==> src/hdl/kps_pkg.sv <==
// ----------------------------------------------------------------------------
// kps_pkg: shared definitions for the keypad scanner
// Widths, queue depth, key code table and the structs passed between the
// scanner's sub-blocks.
// ----------------------------------------------------------------------------
package kps_pkg;

  // Matrix and key numbering
  localparam int NUM_KEYS  = 16;
  localparam int KEY_NUM_W = $clog2(NUM_KEYS);
  // key index: 0 = no key, otherwise key number + 1
  localparam int KEY_IDX_W = $clog2(NUM_KEYS + 1);
  localparam int CODE_W    = 8;
  localparam int TICKS_W   = 8;

  // Key queue
  localparam int QUEUE_DEPTH = 16;
  localparam int PTR_W       = $clog2(QUEUE_DEPTH);
  localparam int LEVEL_W     = $clog2(QUEUE_DEPTH + 1);

  localparam logic [PTR_W-1:0]   LAST_SLOT   = PTR_W'(QUEUE_DEPTH - 1);
  localparam logic [LEVEL_W-1:0] LEVEL_FULL  = LEVEL_W'(QUEUE_DEPTH);
  localparam logic [TICKS_W-1:0] TICKS_RESET = TICKS_W'(3);

  localparam logic ACT_SCAN = 1'b0;
  localparam logic ACT_READ = 1'b1;

  // Result of priority-encoding one matrix sample
  typedef struct packed {
    logic [KEY_IDX_W-1:0] idx;
    logic [CODE_W-1:0]    code;
  } key_hit_t;

  // Queue controls
  typedef struct packed {
    logic              push;
    logic              pop;
    logic [CODE_W-1:0] wdata;
  } fifo_ctrl_t;

  // Queue status
  typedef struct packed {
    logic [CODE_W-1:0]  rd_data;
    logic [LEVEL_W-1:0] level;
    logic               full;
    logic               empty;
  } fifo_stat_t;

  // ASCII code of each key, row-major
  function automatic logic [CODE_W-1:0] key_code_of(input logic [KEY_NUM_W-1:0] k);
    logic [CODE_W-1:0] c;
    unique case (k)
      4'd0:    c = 8'h31; // '1'
      4'd1:    c = 8'h32; // '2'
      4'd2:    c = 8'h33; // '3'
      4'd3:    c = 8'h61; // 'a'
      4'd4:    c = 8'h34; // '4'
      4'd5:    c = 8'h35; // '5'
      4'd6:    c = 8'h36; // '6'
      4'd7:    c = 8'h62; // 'b'
      4'd8:    c = 8'h37; // '7'
      4'd9:    c = 8'h38; // '8'
      4'd10:   c = 8'h39; // '9'
      4'd11:   c = 8'h63; // 'c'
      4'd12:   c = 8'h73; // 's'
      4'd13:   c = 8'h30; // '0'
      4'd14:   c = 8'h70; // 'p'
      4'd15:   c = 8'h64; // 'd'
      default: c = 8'h00;
    endcase
    return c;
  endfunction

endpackage

==> src/hdl/kps_encoder.sv <==
// ----------------------------------------------------------------------------
// kps_encoder: matrix priority encoder
// Finds the first pressed key in row-major order and maps it to its code.
// ----------------------------------------------------------------------------
module kps_encoder (
  input  logic [kps_pkg::NUM_KEYS-1:0] key_matrix,
  output kps_pkg::key_hit_t            hit
);
  import kps_pkg::*;

  logic [KEY_IDX_W-1:0] idx;
  logic [KEY_IDX_W-1:0] idx_less;

  // lowest set bit wins; scan from the top so the lowest overrides
  always_comb begin
    idx = '0;
    for (int b = NUM_KEYS - 1; b >= 0; b--) begin
      if (key_matrix[b]) begin
        idx = KEY_IDX_W'(b + 1);
      end
    end
  end

  assign idx_less = idx - KEY_IDX_W'(1);
  assign hit.idx  = idx;
  assign hit.code = key_code_of(idx_less[KEY_NUM_W-1:0]);

endmodule

==> src/hdl/kps_debounce.sv <==
// ----------------------------------------------------------------------------
// kps_debounce: press detection with refractory countdown
// Tracks the last key seen and counts scan ticks after a release; flags a
// press that may be queued.
// ----------------------------------------------------------------------------
module kps_debounce (
  input  logic                           clk,
  input  logic                           rst,
  input  logic                           scan,
  input  logic [kps_pkg::KEY_IDX_W-1:0]  idx,
  input  logic [kps_pkg::TICKS_W-1:0]    refractory_ticks,
  output logic                           press
);
  import kps_pkg::*;

  logic [KEY_IDX_W-1:0] last_key_index;
  logic [KEY_IDX_W-1:0] last_key_index_next;
  logic [TICKS_W-1:0]   refractory_left;
  logic [TICKS_W-1:0]   refractory_left_next;
  logic [TICKS_W-1:0]   left_dec;
  logic                 changed;

  // countdown steps first, then release reloads it
  always_comb begin
    left_dec = (refractory_left != '0) ? refractory_left - TICKS_W'(1) : '0;
    changed  = (idx != last_key_index);
    last_key_index_next  = last_key_index;
    refractory_left_next = refractory_left;
    press = 1'b0;
    if (scan) begin
      refractory_left_next = left_dec;
      if (changed) begin
        last_key_index_next = idx;
        if (idx == '0) begin
          refractory_left_next = refractory_ticks;
        end else begin
          press = (left_dec == '0);
        end
      end
    end
  end

  always_ff @(posedge clk) begin
    if (rst) begin
      last_key_index  <= '0;
      refractory_left <= '0;
    end else begin
      last_key_index  <= last_key_index_next;
      refractory_left <= refractory_left_next;
    end
  end

endmodule

==> src/hdl/kps_fifo.sv <==
// ----------------------------------------------------------------------------
// kps_fifo: key code queue
// Circular buffer of key codes with head, tail and fill count.
// ----------------------------------------------------------------------------
module kps_fifo (
  input  logic                clk,
  input  logic                rst,
  input  kps_pkg::fifo_ctrl_t ctrl,
  output kps_pkg::fifo_stat_t stat
);
  import kps_pkg::*;

  logic [CODE_W-1:0]  key_fifo [QUEUE_DEPTH];
  logic [PTR_W-1:0]   fifo_head;
  logic [PTR_W-1:0]   fifo_tail;
  logic [LEVEL_W-1:0] fifo_count;

  // storage: no reset, entries are read only after being written
  always_ff @(posedge clk) begin
    if (ctrl.push) begin
      key_fifo[fifo_tail] <= ctrl.wdata;
    end
  end

  // pointers and count
  always_ff @(posedge clk) begin
    if (rst) begin
      fifo_head  <= '0;
      fifo_tail  <= '0;
      fifo_count <= '0;
    end else begin
      if (ctrl.push) begin
        fifo_tail <= (fifo_tail == LAST_SLOT) ? '0 : fifo_tail + PTR_W'(1);
      end
      if (ctrl.pop) begin
        fifo_head <= (fifo_head == LAST_SLOT) ? '0 : fifo_head + PTR_W'(1);
      end
      if (ctrl.push && !ctrl.pop) begin
        fifo_count <= fifo_count + LEVEL_W'(1);
      end else if (ctrl.pop && !ctrl.push) begin
        fifo_count <= fifo_count - LEVEL_W'(1);
      end
    end
  end

  assign stat.rd_data = key_fifo[fifo_head];
  assign stat.level   = fifo_count;
  assign stat.full    = (fifo_count == LEVEL_FULL);
  assign stat.empty   = (fifo_count == '0);

endmodule

==> src/hdl/matrix_keypad_scanner_unit.sv <==
// ----------------------------------------------------------------------------
// matrix_keypad_scanner_unit: 4x4 keypad scanner with debounce and key queue
// Scan ticks find and debounce key presses and queue their codes; reads pop
// one code. One result item per input item.
// ----------------------------------------------------------------------------
// Takes one item per clock cycle while results are taken: an input
// register feeds the encoder, debounce and queue logic, whose outcome
// lands in a result register. in_ready drops only while both registers
// are full and the result is not taken. The key queue holds QUEUE_DEPTH
// codes; the level reported is the one after the item. Write
// refractory_ticks only while no items are in flight.
module matrix_keypad_scanner_unit (
  input  logic                           clk,
  input  logic                           rst,
  // input item channel
  input  logic                           in_valid,
  output logic                           in_ready,
  input  logic                           action,
  input  logic [kps_pkg::NUM_KEYS-1:0]   key_matrix,
  // result item channel
  output logic                           out_valid,
  input  logic                           out_ready,
  output logic [kps_pkg::CODE_W-1:0]     key_code,
  output logic                           key_valid,
  output logic                           key_dropped,
  output logic [kps_pkg::LEVEL_W-1:0]    queue_level,
  // configuration
  input  logic                           cfg_wen,
  input  logic [kps_pkg::TICKS_W-1:0]    cfg_wdata
);
  import kps_pkg::*;

  logic                s1_valid;
  logic                s1_action;
  logic [NUM_KEYS-1:0] s1_matrix;
  logic                s1_advance;
  logic [TICKS_W-1:0]  refractory_ticks;
  key_hit_t            hit;
  logic                scan;
  logic                press;
  fifo_ctrl_t          fctrl;
  fifo_stat_t          fstat;
  logic                do_pop;
  logic                dropped;
  logic [LEVEL_W-1:0]  level_next;

  // configuration register
  always_ff @(posedge clk) begin
    if (rst) begin
      refractory_ticks <= TICKS_RESET;
    end else if (cfg_wen) begin
      refractory_ticks <= cfg_wdata;
    end
  end

  // handshake
  assign s1_advance = s1_valid && (!out_valid || out_ready);
  assign in_ready   = !s1_valid || s1_advance;

  // input register
  always_ff @(posedge clk) begin
    if (rst) begin
      s1_valid <= 1'b0;
    end else if (in_valid && in_ready) begin
      s1_valid <= 1'b1;
    end else if (s1_advance) begin
      s1_valid <= 1'b0;
    end
  end

  always_ff @(posedge clk) begin
    if (in_valid && in_ready) begin
      s1_action <= action;
      s1_matrix <= key_matrix;
    end
  end

  // processing
  kps_encoder u_encoder (
    .key_matrix (s1_matrix),
    .hit        (hit)
  );

  assign scan = s1_advance && (s1_action == ACT_SCAN);

  kps_debounce u_debounce (
    .clk              (clk),
    .rst              (rst),
    .scan             (scan),
    .idx              (hit.idx),
    .refractory_ticks (refractory_ticks),
    .press            (press)
  );

  assign do_pop      = s1_advance && (s1_action == ACT_READ) && !fstat.empty;
  assign dropped     = press && fstat.full;
  assign fctrl.push  = press && !fstat.full;
  assign fctrl.pop   = do_pop;
  assign fctrl.wdata = hit.code;

  kps_fifo u_fifo (
    .clk  (clk),
    .rst  (rst),
    .ctrl (fctrl),
    .stat (fstat)
  );

  // level after this item
  always_comb begin
    level_next = fstat.level;
    if (fctrl.push) begin
      level_next = fstat.level + LEVEL_W'(1);
    end else if (do_pop) begin
      level_next = fstat.level - LEVEL_W'(1);
    end
  end

  // result register
  always_ff @(posedge clk) begin
    if (rst) begin
      out_valid <= 1'b0;
    end else if (s1_advance) begin
      out_valid <= 1'b1;
    end else if (out_ready) begin
      out_valid <= 1'b0;
    end
  end

  always_ff @(posedge clk) begin
    if (s1_advance) begin
      key_code    <= do_pop ? fstat.rd_data : '0;
      key_valid   <= do_pop;
      key_dropped <= dropped;
      queue_level <= level_next;
    end
  end

`ifndef SYNTH
  // a result cannot both pop a key and drop one
  a_pop_xor_drop: assert property (@(posedge clk) disable iff (rst)
    out_valid |-> !(key_valid && key_dropped))
    else $error("key_valid and key_dropped both set");

  // a drop only happens against a full queue
  a_drop_full: assert property (@(posedge clk) disable iff (rst)
    (out_valid && key_dropped) |-> (queue_level == LEVEL_FULL))
    else $error("key dropped while queue not full");

  // a popped key leaves room and carries a real code
  a_pop_code: assert property (@(posedge clk) disable iff (rst)
    (out_valid && key_valid) |-> (key_code != '0 && queue_level != LEVEL_FULL))
    else $error("bad popped key");

  // fill count stays within the depth
  a_level_bound: assert property (@(posedge clk) disable iff (rst)
    fstat.level <= LEVEL_FULL)
    else $error("queue level beyond depth");

  // a stalled result does not let the input stage advance
  a_stall_hold: assert property (@(posedge clk) disable iff (rst)
    (out_valid && !out_ready) |-> !s1_advance)
    else $error("input stage advanced into a stalled result");
`endif

endmodule

==> config.mk <==
export PLATFORM = sky130hd
export DESIGN_NAME = matrix_keypad_scanner_unit
export DESIGN_NICKNAME = d
export VERILOG_FILES = /design/src/hdl/kps_pkg.sv /design/src/hdl/kps_encoder.sv /design/src/hdl/kps_debounce.sv /design/src/hdl/kps_fifo.sv /design/src/hdl/matrix_keypad_scanner_unit.sv
export SDC_FILE = /design/constraint.sdc
export NUM_CORES = 1
export LEC_CHECK = 0
export BUFFER_PORTS_ARGS = -buffer_cell sky130_fd_sc_hd__buf_2
export CORE_MARGIN = 3
export CORE_UTILIZATION = 60
export CTS_CLUSTER_DIAMETER = 80
export DETAILED_ROUTE_END_ITERATION = 7
export GPL_TIMING_DRIVEN = 0
export PLACE_DENSITY = 0.79
export RECOVER_POWER = 50
export REMOVE_ABC_BUFFERS = 1
export SLEW_MARGIN = 20
export SYNTH_ARGS = -nofsm -noshare
export SYNTH_HDL_FRONTEND = slang
export SYNTH_SLANG_ARGS = --single-unit
==> constraint.sdc <==
create_clock -name clk -period 5.55 [get_ports clk]
set_input_delay 0.8325 -clock clk [delete_from_list [all_inputs] [get_ports clk]]
set_output_delay 0.8325 -clock clk [all_outputs]
set_load 0.03 [all_outputs]
==> results.sh <==
export IMPL_outcome="finished, violations left"
export IMPL_violations="max-capacitance violations, max-slew violations"
export IMPL_path_cells="or3_1, o221ai_1, mux2_1, nor3_1, nor2_1, ha_1, nand2b_1, a21oi_1, xnor2_1, nor2_1"
export IMPL_grtUsageTotal_pct=22.1
export IMPL_crit_fanout=17
export IMPL_cts_resized_gates=0
export IMPL_antennaDiodeCount=0
export IMPL_cts_buffer_depth=2
export IMPL_synthArstFlopShare_pct=0
export IMPL_die_h_um=117
export IMPL_ys_seq_elements=163
export IMPL_fin_cells=731
export IMPL_hold_start="refractory_ticks[2]$_SDFFE_PP0P_"
export IMPL_dp_hpwl_um=9760
export IMPL_cp_common_cell="nor2_1"
export IMPL_cts_buffers=17
export IMPL_worst_setup_path_type="reg2reg"
export IMPL_grt_ovfl_total=0
export IMPL_cts_root_buf="clkbuf_16"
export IMPL_period_minus_slack_ns=4.08
export IMPL_r2r_start="s1_matrix[4]$_DFFE_PP_"
export IMPL_hold_path_end="u_debounce.refractory_left[2]$_SDFFE_PP0P_"
export IMPL_start_util_pct=63.1
export IMPL_max_slew_margin_rel_pct=-12.9
export IMPL_grt_max_degree=37
export IMPL_maxCapViolations=1
export IMPL_avgViaCountPerCell=6.10
export IMPL_synth_area_per_cell_um2=13.8
export IMPL_first_global_vias=4465
export IMPL_slew_violations=37
export IMPL_drt_wl_total_um=14000
export IMPL_postRouteAntennaNets=0
export IMPL_grt_setup_unrepaired="false"
export IMPL_fillers=841
export IMPL_cts_hold_buffers_added=0
export IMPL_slowest_stage="nor3_1"
export IMPL_fp_dieW_um=117
export IMPL_rows=39
export IMPL_fin_nets=614
export IMPL_ir_drop_mv=0.184
export IMPL_die_area_mm2=0.0137
export IMPL_syn_area_mm2=0.00739
export IMPL_drc=0
export IMPL_htree_levels=4
export IMPL_clkSlewWorstSetupHoldPaths_ns=0.06
export IMPL_coreArea_mm2=0.0117
export IMPL_setup_viol=0
export IMPL_clock_latency_ns=0.42
export IMPL_p_total_mw=2.77
export IMPL_r2r_worst_path_cells=10
export IMPL_min_path_cells=2
export IMPL_area_delta_synth_final_pct=11.2
export IMPL_pin_count=47
export IMPL_synth_flop_cell="edfxtp_1"
export IMPL_leakagePower_nw=2.83
export IMPL_tightest_slew_ns=1.69
export IMPL_antenna_found_initial=0
export IMPL_cp_start_kind="flop"
export IMPL_ys_seq_area_share_pct=61.4
export IMPL_wl_per_cell_um=19.1
export IMPL_tritoncts="yes"
export IMPL_drt_iter0_markers=360
export IMPL_port_buffers=45
export IMPL_cts_setup_buffers=0
export IMPL_grt_pass1_wl_um=22500
export IMPL_num_vias=4459
export IMPL_synth_edf_count=127
export IMPL_fin_setup_tns_ns=0
export IMPL_drive_gt1_share_pct=18.9
export IMPL_dp_cells=698
export IMPL_synth_warnings=0
export IMPL_cp_slowest_stage_delay_ns=0.65
export IMPL_clock_sinks=163
export IMPL_fmax_mhz=245
export IMPL_hp_class="reg2reg"
export IMPL_post_route_period_util_pct=73.6
export IMPL_hold_viol=0
export IMPL_worstPathArrival_ns=4.32
export IMPL_ys_types=69
export IMPL_p_per_area_mw_per_mm2=337
export IMPL_skew_ns=0.00915
export IMPL_cp_end_kind="flop"
export IMPL_worstReg2RegEnd="u_fifo.fifo_count[3]$_SDFFE_PP0P_"
export IMPL_netlist_instances=537
export IMPL_dr_pass1_iters=5
export IMPL_critical_path_required_ns=5.79
export IMPL_finalCoreUtilization_pct=70.1
export IMPL_post_route_worst_setup_slack_ns=1.47
export IMPL_r2r_setup_slack_ns=1.47
export IMPL_place_congestion=0.876
export IMPL_place_ws_ns=1.77
[layout make-up]
class / count / area (µm²) / share of cell area (%)
timing repair buffer: 49 / 239 / 2.91
clock inverter: 11 / 136 / 1.66
multi-input combinational: 323 / 2590 / 31.6
clock buffer: 21 / 450 / 5.48
sequential: 163 / 4540 / 55.2
inverter: 21 / 78.8 / 0.960
tap: 143 / 179 / 2.18
[cell usage in the layout, fill, tap and decap left out, types with 3 or more instances in the layout]
master and instances:
edfxtp_1 127, nor2_1 53, nand2_1 34, dfxtp_1 34, mux4_2 30, buf_2 28
a21oi_1 22, clkbuf_1 22, inv_1 21, clkbuf_16 17, and3_1 16, mux2i_1 15
or3_1 11, nor3_1 9, xnor2_1 9, ha_1 9, xor2_1 8, nand3_1 8
o21ai_0 8, a311oi_1 6, clkinv_2 6, and2_1 5, nor2b_1 4, o31ai_1 4
nand2b_1 4, nor3b_1 4, nor4_1 3, nand4_1 3, o311ai_0 3, a211oi_1 3
a31oi_1 3, and2_0 3, bufinv_16 3
[synth_stat cells, drive strengths merged, types with 2 or more instances]
master / instances / area [µm²]
and3: 17 / 108
nor4: 5 / 43.8
nand3: 8 / 40.0
o31ai: 4 / 30.0
nor2b: 4 / 25.0
mux4: 30 / 676
nor2: 54 / 205
a31oi: 4 / 40.0
inv: 21 / 78.8
mux2i: 15 / 150
a21oi: 23 / 115
and2: 8 / 50.1
buf: 13 / 92.6
nor3: 11 / 76.3
a2111oi: 2 / 17.5
ha: 9 / 113
or3: 11 / 68.8
a311oi: 7 / 67.6
o221ai: 2 / 30.0
a211o: 2 / 18.8
nor3b: 5 / 37.5
or4: 3 / 26.3
nand4: 3 / 18.8
clkbuf: 17 / 93.8
o311ai: 5 / 61.3
nand2: 34 / 128
a211oi: 3 / 22.5
xnor2: 9 / 78.8
o21ai: 10 / 50.1
xor2: 8 / 70.1
o22ai: 2 / 12.5
edfxtp: 127 / 3810
mux2: 2 / 26.3
nand2b: 4 / 25.0
o41ai: 2 / 17.5
dfxtp: 36 / 721
or2: 2 / 12.5
[metrics by stage]
stage          hold WS (ns)  area [µm²]
6_report              0.480        8210
4_1_cts               0.480        8250
3_3_place_gp          0.464        7610
2_1_floorplan         0.440        7200
5_1_grt               0.508        8210
3_5_place_dp          0.472        7660
[worst max-delay path by stage]
stage                                               startpoint                           endpoint  slack (ns)  depth (start not counted)
finish                                  s1_matrix[4]$_DFFE_PP_  u_fifo.fifo_count[3]$_SDFFE_PP0P_        1.47                         10
global route                            s1_matrix[4]$_DFFE_PP_  u_fifo.fifo_count[3]$_SDFFE_PP0P_        1.16                         10
CTS                                     s1_matrix[8]$_DFFE_PP_  u_fifo.fifo_count[2]$_SDFFE_PP0P_        1.65                         10
detailed placement  u_debounce.refractory_left[0]$_SDFFE_PP0P_  u_fifo.fifo_count[2]$_SDFFE_PP0P_        1.77                         12
global placement                                     out_ready  u_fifo.fifo_count[2]$_SDFFE_PP0P_        1.62                          9
floorplan                                            out_ready  u_fifo.fifo_count[2]$_SDFFE_PP0P_        2.46                          7
[kinds of logic (layout without fill, tap and decap cells)]
group | after synthesis | after routing | synth area share [%]
other | 1 | 1 | 0.0507
XOR/XNOR | 17 | 17 | 2.01
AO/OA/AOI/OAI | 76 | 76 | 7.77
AND/OR/NAND/NOR | 173 | 173 | 12.2
multiplexers | 47 | 47 | 11.5
buffers and inverters | 51 | 102 | 3.59
flip-flops | 163 | 163 | 61.4
adder cells (fa/ha/maj) | 9 | 9 | 1.52
[state kept, by name, summed over array words and instances (netlist names), 4 cells and up]
signal                      flops
u_fifo.fifo_head                4
u_fifo.fifo_count               5
u_debounce.last_key_index       5
u_debounce.refractory_left      8
queue_level                     5
u_fifo.key_fifo                96
u_fifo.fifo_tail                4
s1_matrix                      16
key_code                        7
refractory_ticks                8
[metal layers]
layer  part of all wire (%)  GRT usage (%)
met2                     53           39.1
met5                      0              0
met3                    3.4           4.01
met1                     41           26.8
met4                    2.1           8.87
[where the power goes]
group | switching (mW) | internal (mW)
combinational | 0.142 | 0.0941
sequential | 0.0315 | 1.34
clock | 0.440 | 0.715
[critical path: cells and delay by family (launching register included)]
| family | cells | cell delay, ns |
|---|---|---|
| fa+ha+maj | 1 | 0.43 |
| compound gates | 2 | 0.74 |
| xor+xnor | 1 | 0.14 |
| simple gates | 5 | 1.66 |
| mux | 1 | 0.44 |
| flops | 1 | 0.51 |
(Power assumes the default switching activity.)
